`config.mk`:
```
export PLATFORM = sky130hd
export DESIGN_NAME = mrpt_mulmod
export DESIGN_NICKNAME = d
export VERILOG_FILES = /design/src/hdl/mrpt_pkg.sv /design/src/hdl/mrpt_mulmod.sv
export SDC_FILE = /design/constraint.sdc
export NUM_CORES = 1
export LEC_CHECK = 0
export ABC_AREA = 0
export BUFFER_PORTS_ARGS = -buffer_cell sky130_fd_sc_hd__buf_2
export CAP_MARGIN = 10
export CELL_PAD_IN_SITES_DETAIL_PLACEMENT = 0
export CELL_PAD_IN_SITES_GLOBAL_PLACEMENT = 2
export CORE_MARGIN = 3
export CORE_UTILIZATION = 37
export DETAILED_ROUTE_END_ITERATION = 7
export HOLD_SLACK_MARGIN = 0.06
export PLACE_DENSITY = 0.8
export SYNTH_ARGS = -nofsm -noshare
export SYNTH_HDL_FRONTEND = slang
export SYNTH_SLANG_ARGS = --single-unit
```
`constraint.sdc`:
```
create_clock -name clk -period 6.95 [get_ports clk]
set_input_delay 0.3475 -clock clk [delete_from_list [all_inputs] [get_ports clk]]
set_output_delay 0.3475 -clock clk [all_outputs]
set_load 0.05 [all_outputs]
```
`src/hdl/mrpt_pkg.sv`:
```
// Shared constants and types for the Miller-Rabin primality test block.
package mrpt_pkg;

  localparam int NUM_WIDTH  = 32;
  localparam int MAX_ROUNDS = 64;
  localparam int RND_WIDTH  = 31;
  localparam int CNT_WIDTH  = 7;
  localparam int BIT_IDX_W  = $clog2(NUM_WIDTH);
  localparam int RND_IDX_W  = $clog2(RND_WIDTH);

  typedef enum logic [3:0] {
    S_IDLE,
    S_DIV,
    S_TZ,
    S_P_SQ,
    S_P_SQW,
    S_P_ML,
    S_P_MLW,
    S_CHK,
    S_L_SQ,
    S_L_SQW,
    S_FIN
  } state_t;

  typedef struct packed {
    logic                 done;
    logic [NUM_WIDTH-1:0] prod;
  } mm_rsp_t;

endpackage

```
`src/hdl/mrpt_mulmod.sv`:
```
// Bit-serial modular multiplier: double-and-add with one reduce per cycle.
module mrpt_mulmod
  import mrpt_pkg::*;
(
  input  logic                 clk,
  input  logic                 rst_n,
  input  logic                 start,
  input  logic [NUM_WIDTH-1:0] op_a,
  input  logic [NUM_WIDTH-1:0] op_b,
  input  logic [NUM_WIDTH-1:0] modulus,
  output mm_rsp_t              rsp
);

  logic                 busy_r, busy_nxt;
  logic                 phase_r, phase_nxt;
  logic                 done_r, done_nxt;
  logic [BIT_IDX_W-1:0] idx_r, idx_nxt;
  logic [NUM_WIDTH-1:0] acc_r, acc_nxt;
  logic [NUM_WIDTH-1:0] a_r, a_nxt;
  logic [NUM_WIDTH-1:0] b_r, b_nxt;
  logic [NUM_WIDTH-1:0] n_r, n_nxt;
  logic [NUM_WIDTH:0]   t;
  logic [NUM_WIDTH:0]   t_red;
  logic                 last;

  always_comb begin
    t     = phase_r ? ({1'b0, acc_r} + {1'b0, a_r}) : {acc_r, 1'b0};
    t_red = (t >= {1'b0, n_r}) ? (t - {1'b0, n_r}) : t;
    last  = (idx_r == '0);
  end

  always_comb begin
    busy_nxt  = busy_r;
    phase_nxt = phase_r;
    done_nxt  = 1'b0;
    idx_nxt   = idx_r;
    acc_nxt   = acc_r;
    a_nxt     = a_r;
    b_nxt     = b_r;
    n_nxt     = n_r;
    if (start) begin
      busy_nxt  = 1'b1;
      phase_nxt = 1'b0;
      idx_nxt   = BIT_IDX_W'(NUM_WIDTH - 1);
      acc_nxt   = '0;
      a_nxt     = op_a;
      b_nxt     = op_b;
      n_nxt     = modulus;
    end else if (busy_r) begin
      acc_nxt = t_red[NUM_WIDTH-1:0];
      if (!phase_r && b_r[idx_r]) begin
        phase_nxt = 1'b1;
      end else begin
        phase_nxt = 1'b0;
        if (last) begin
          busy_nxt = 1'b0;
          done_nxt = 1'b1;
        end else begin
          idx_nxt = idx_r - 1'b1;
        end
      end
    end
  end

  always_ff @(posedge clk) begin
    if (!rst_n) begin
      busy_r  <= 1'b0;
      phase_r <= 1'b0;
      done_r  <= 1'b0;
    end else begin
      busy_r  <= busy_nxt;
      phase_r <= phase_nxt;
      done_r  <= done_nxt;
    end
    idx_r <= idx_nxt;
    acc_r <= acc_nxt;
    a_r   <= a_nxt;
    b_r   <= b_nxt;
    n_r   <= n_nxt;
  end

  assign rsp.done = done_r;
  assign rsp.prod = acc_r;

endmodule

```
==> results of run 1 <==
## sequential cells by signal (all words and copies together), names as in the netlist
register  cells
a_r          32
acc_r        32
b_r          32
n_r          32
idx_r         5
busy_r        1
done_r        1
phase_r       1
## power groups by stage
stage	sequential (mW)	combinational (mW)	clock [mW]
finish	0.991	0.886	0.972
global route	1.00	0.975	1.03
CTS	0.993	0.881	0.996
detailed placement	1.01	0.876	0
global placement	1.01	0.885	0
floorplan	1.06	0.578	0
## layer usage
metal / track usage, % / wire length, um / vias to the layer above
li1: - / - / 3645
met1: 29.5 / 12500 / 3431
met2: 28.5 / 10600 / 213
met3: 3.09 / 1290 / 16
met4: 4.54 / 224 / 0
met5: 0 / 0 / -
## stage by stage
stage	area (um2)	utilization (%)	power [mW]
after global routing	10400	45.1	3.01
after detailed placement	9740	42.4	1.89
after global placement	9740	42.4	1.89
final	10400	45.1	2.85
after CTS	10400	45.1	2.87
after floorplan	8800	-	1.63
## worst max-delay path by stage
stage / startpoint / endpoint / slack (ns) / depth (start not counted)
after detailed placement: a_r[0] / acc_r[28] / 0.78 / 20
after global placement: a_r[0] / acc_r[28] / 0.95 / 20
after floorplan: acc_r[0] / acc_r[0] / 1.63 / 20
after global routing: a_r[0] / acc_r[28] / 0.24 / 20
after CTS: a_r[0] / acc_r[28] / 0.76 / 20
final: a_r[0] / acc_r[28] / 0.71 / 20
## Yosys cell counts (13+ instances only)
| cell | n | area (um2) |
|---|---|---|
| a211oi_1 | 20 | 150 |
| a21o_1 | 34 | 255 |
| a21oi_1 | 59 | 295 |
| a311oi_1 | 16 | 140 |
| clkbuf_1 | 24 | 90.1 |
| dfxtp_1 | 40 | 801 |
| edfxtp_1 | 96 | 2880 |
| ha_1 | 65 | 813 |
| inv_1 | 51 | 191 |
| mux2_2 | 13 | 146 |
| nand2_1 | 88 | 330 |
| nand3_1 | 17 | 85.1 |
| nor2_1 | 78 | 293 |
| nor3_1 | 13 | 65.1 |
| o21a_1 | 14 | 105 |
| o21ai_0 | 45 | 225 |
| xnor2_1 | 28 | 245 |
| xor2_1 | 17 | 149 |
## worst max-delay path, cell delays in order (launching register included)
cell       delay [ns]
edfxtp_1         0.37
ha_1             0.23
fa_1             0.43
a211oi_1         0.34
o21ai_1          0.15
nand3_1          0.17
a21oi_1          0.12
a2111oi_0        0.84
a21oi_1          0.17
xnor2_1          0.19
o21ai_0          0.30
ha_1             0.35
and2_1           0.21
and4_1           0.22
and4_1           0.20
and3_1           0.15
a2111oi_1        0.45
o31a_1           0.38
nand2_2          0.37
o41ai_1          0.37
a211oi_1         0.09
## area by class of cell
type	count	area [um2]
flip-flops and latches	136	3680
multi-input cells	676	4770
clock inverters	15	201
fillers	2255	12600
clock buffers	17	425
well taps	313	392
repair buffers	136	696
inverters	52	195
## cell families (layout without fill, tap and decap cells)
family                   Yosys count  count (layout)  share of synthesized area, %
adder cells (fa/ha/maj)           67              67                          9.70
buffers and inverters             86             220                          3.87
multiplexers                      26              26                          4.56
flip-flops                       136             136                          41.9
AND/OR/NAND/NOR                  266             266                          14.3
XOR/XNOR                          45              45                          4.48
AO/OA/AOI/OAI                    272             272                          21.2
## cell usage in the layout, fill, tap and decap left out, types with 13 or more instances in the layout
cell,instances
edfxtp_1,96
clkbuf_16,17
a311oi_1,16
ha_1,65
xor2_1,17
dfxtp_1,39
nand2_1,88
a21oi_1,59
nor3_1,13
a21o_1,34
xnor2_1,28
mux2_2,13
inv_1,51
nor2_1,78
buf_2,130
a211oi_1,20
nand3_1,17
o21a_1,14
o21ai_0,45
==> flow_summary.ini, run 1 <==
[run_status]
outcome = finished clean

[clocking]
cts_buffers = 17
htree_levels = 4
cts-resized-gates = 0
path_clk_slew_ns = 0.07
cts_tree = done
clock_path_buffers = 2
postCtsSetupBuffers = 0
clk_latency_ns = 0.42
hold_buffers = 0
root_buffer = clkbuf_16
cts_sinks = 136

[synthesis]
synth_cell_types = 75
syn_area_um2 = 8800
syn_inst = 898
synth_edf_count = 96
ys.flop_type = edfxtp_1
ys_warn_count = 0
syn_area_per_cell_um2 = 9.80
ys_ff_latch = 136
synth-seq-area-share_pct = 41.9
synthesis.nets = 1064
async_reset_ff_share_pct = 0

[drt]
drc = 0
drt_iter0_drc = 482
viasPerCell = 5.43
ant_nets = 0
wirelength_mm = 24.6
vias = 7305
post_drt_wl_per_cell_um = 18.3
drtPass1Iterations = 5

[power]
peakVddDrop_uv = 139
internal-power_mw = 1.82
p_sw_share_pct = 36.0
power_per_cell_area_nw_per_um2 = 275
p_seq_share_pct = 34.8
p_leak_nw = 4.48
combPwrFrac_pct = 31.1
p_clk_share_pct = 34.1
p_switching_mw = 1.03

[timing]
clock.fmax_ghz = 0.160
drv_slew = 0
finalSetupViolCount = 0
max_slew_margin_pct = 36.9
min_period_ns = 6.24
setup_tns_ns = 0
whs_ns = 0.0910
post-route-period-util_pct = 89.9
rsz0062_at_grt = false
layout_setup_ws_ns = 0.705
skew_ns = 0.0160
worstMarginPinSlew_ns = 0.922
final_hold_viol_count = 0

[setup_path]
r2r-start = a_r[0]
reg2regPathDepth = 20
start_kind = flip-flop
r2r_slack_ns = 0.71
critPathRequiredTime_ns = 7.22
crit_fanout = 26
critPathKind = reg -> reg
r2r_end = acc_r[28]
worst_ep_arrival_time_ns = 6.52
worst_setup_path_end_kind = flip-flop

[worst_hold_path]
min_to = b_r[27]
hold_depth = 1
min_path_type = in -> reg
hold_path.startpoint = op_b[27]

[grt]
gr-usage-all-layers_pct = 19.3
grt_pass1_wl_mm = 39.2
antenna_found_initial = 0
grt_max_degree = 67
grt.overflow.total = 0
grt_pass1_vias = 7080

[die]
core-area_um2 = 23000
rows = 55
die_area_um2 = 25700
ios = 132
die_y_um = 160
start_util_pct = 38.3
die_x_um = 160

[place]
port_buffers = 131
finalWeightedCongestion = 0.836
pre_cts_ws_ns = 0.784
dp_hpwl_mm = 19.0
placed_cells = 1313

[finish]
antenna_cells = 0
layout.cells.non_filler = 1345
layout.nets = 1185
area_growth_pct = 17.8
final_layout_size_suffix_gt1_share_pct = 19.8

[job]
maxCapViolCount = 0
(Power assumes the default switching activity.)
==> run 2: changes to the inputs <==
--- a/config.mk
+++ b/config.mk
@@ -6,15 +6,15 @@
 export NUM_CORES = 1
 export LEC_CHECK = 0
 export ABC_AREA = 0
-export BUFFER_PORTS_ARGS = -buffer_cell sky130_fd_sc_hd__buf_2
 export CAP_MARGIN = 10
 export CELL_PAD_IN_SITES_DETAIL_PLACEMENT = 0
 export CELL_PAD_IN_SITES_GLOBAL_PLACEMENT = 2
 export CORE_MARGIN = 3
-export CORE_UTILIZATION = 37
+export CORE_UTILIZATION = 41
 export DETAILED_ROUTE_END_ITERATION = 7
+export DONT_BUFFER_PORTS = 1
 export HOLD_SLACK_MARGIN = 0.06
-export PLACE_DENSITY = 0.8
+export PLACE_DENSITY_LB_ADDON = 0.1
 export SYNTH_ARGS = -nofsm -noshare
 export SYNTH_HDL_FRONTEND = slang
 export SYNTH_SLANG_ARGS = --single-unit
==> run 2 against run 1 <==
Worst hold slack got worse by 0.00057 ns. Power fell by 0.34%. Register-to-register slack barely moved. Clock power fell by 5.6%. First-iteration DRC count rose by 14%. Critical path type unchanged. Largest power group unchanged. Highest routed layer unchanged.
==> flow_summary.ini, run 2 (same netlist as run 1, synthesis figures left out) <==
[run_status]
outcome = finished clean

[setup_path]
r2r-start = acc_r[0]
critPathKind = reg -> reg
critPathLaunch = acc_r[0]
cpPeakStageDelay_ns = 0.51
reg2regPathDepth = 21
worst_setup_path_end_kind = flip-flop
start_kind = flip-flop
critPathRequiredTime_ns = 7.23
r2r_slack_ns = 0.72
worst_ep_arrival_time_ns = 6.52
path_depth = 21
endpoint = acc_r[28]
critPathSlowestCell = dfxtp_1
cp_top_family = compound AO/OA/AOI/OAI gates
r2r_end = acc_r[28]
cp_num_buf_inv = 1
crit_fanout = 26
crit_chain = ha_1 -> fa_1 -> a211oi_1 -> o21ai_1 -> nand3_1 -> a21oi_1 -> a2111oi_0 -> buf_4 -> a21oi_1 -> xnor2_1 -> o21ai_0 -> ha_1 -> and2_1 -> and4_1 -> and4_1 -> and3_1 -> a2111oi_1 -> o31a_1 -> nand2_2 -> o41ai_1 -> a211oi_1

[power]
power_per_cell_area_nw_per_um2 = 262
p_leak_nw = 4.46
peakVddDrop_uv = 171

[die]
die_area_um2 = 23300
die_x_um = 152
ios = 132
die_y_um = 152
core-area_um2 = 20600
rows = 52
start_util_pct = 42.7

[clocking]
path_clk_slew_ns = 0.07
hold_buffers = 99
cts_sinks = 136
cts-resized-gates = 0
postCtsSetupBuffers = 0
clk_latency_ns = 0.43
root_buffer = clkbuf_16
htree_levels = 4
clock_path_buffers = 2
cts_tree = done
cts_buffers = 17

[timing]
rsz0062_at_grt = false
final_hold_viol_count = 0
whs_ns = 0.0904
skew_ns = 0.0113
post-route-period-util_pct = 89.7
drv_slew = 0
finalSetupViolCount = 0
max_slew_margin_pct = 36.6
worstMarginPinSlew_ns = 0.927
clock.fmax_ghz = 0.160
setup_tns_ns = 0
min_period_ns = 6.23

[grt]
grt_pass1_vias = 7164
gr-usage-all-layers_pct = 22.4
grt_max_degree = 123
use_met1_pct = 33.6
grt_util_met3_pct = 3.89
busiest_layer = met2
grt_util_met2_pct = 34.2
grt.overflow.total = 0
antenna_found_initial = 0
grt_pass1_wl_mm = 40.9

[place]
placed_area_um2 = 9220
placed_cells = 1164
dp_hpwl_mm = 19.1
finalWeightedCongestion = 0.835
port_buffers = 0

[job]
maxCapViolCount = 0

[finish]
area_growth_pct = 23.1
finish.utilization_pct = 52.5
layout.cells.non_filler = 1295
layout.nets = 1178
nFillCells = 1858
antenna_cells = 0
final_cell_mix = dlygate4sd3_1 (98), edfxtp_1 (96), nand2_1 (88)
fin_area_um2 = 10800
final_common_cell = dlygate4sd3_1
final_layout_size_suffix_gt1_share_pct = 9.66

[drt]
drc = 0
wirelength_mm = 26.5
viasPerCell = 5.66
drtPass1Iterations = 5
post_drt_wl_per_cell_um = 20.4
vias = 7326
drt_iter0_drc = 549
ant_nets = 0

[worst_hold_path]
min_path_type = in -> reg
## run 2: cell count changes in the layout (fill, tap and decap cells not counted), sizes merged
| cell | before | now |
|---|---|---|
| bufinv | 2 | 0 |
| dlygate4sd3 | 0 | 98 |
| buf | 136 | 31 |
| clkinv | 5 | 7 |
## run 2: worst min-delay path by stage
stage | startpoint | end | slack, ns | depth (start not counted)
6_report | start | acc_r[22] | 0.09 | 2
5_1_grt | start | acc_r[22] | 0.08 | 2
4_1_cts | start | acc_r[22] | 0.07 | 2
3_5_place_dp | op_a[10] | a_r[10] | 0.45 | 0
3_3_place_gp | op_b[11] | b_r[11] | 0.45 | 0
2_1_floorplan | idx_r[4] | done_r | 0.45 | 1
## run 2: layout make-up
class | count | area, um2 | area share (%)
well taps | 270 | 338 | 3.12
repair buffers | 129 | 1230 | 11.4
multi-input cells | 676 | 4770 | 44.1
clock buffers | 17 | 425 | 3.93
inverters | 52 | 195 | 1.80
clock inverters | 15 | 179 | 1.65
flip-flops and latches | 136 | 3680 | 34.0
## run 2: report_power, final
group | total (mW) | switching, mW | internal (mW)
Combinational | 0.923 | 0.566 | 0.357
Clock | 0.918 | 0.432 | 0.486
Sequential | 0.998 | 0.0586 | 0.940
Total | 2.84 | 1.06 | 1.78
## run 2: stage by stage
step                power (mW)  setup slack (ns)
floorplan                 1.63              1.63
global placement          1.87             0.869
detailed placement        1.86             0.829
CTS                       2.84             0.746
global route              2.99             0.152
finish                    2.84             0.717
## run 2: layer usage
metal / vias up / wire (um)
li1: 3626 / -
met1: 3473 / 13100
met2: 209 / 11700
met3: 18 / 1410
met4: 0 / 245
met5: - / 0
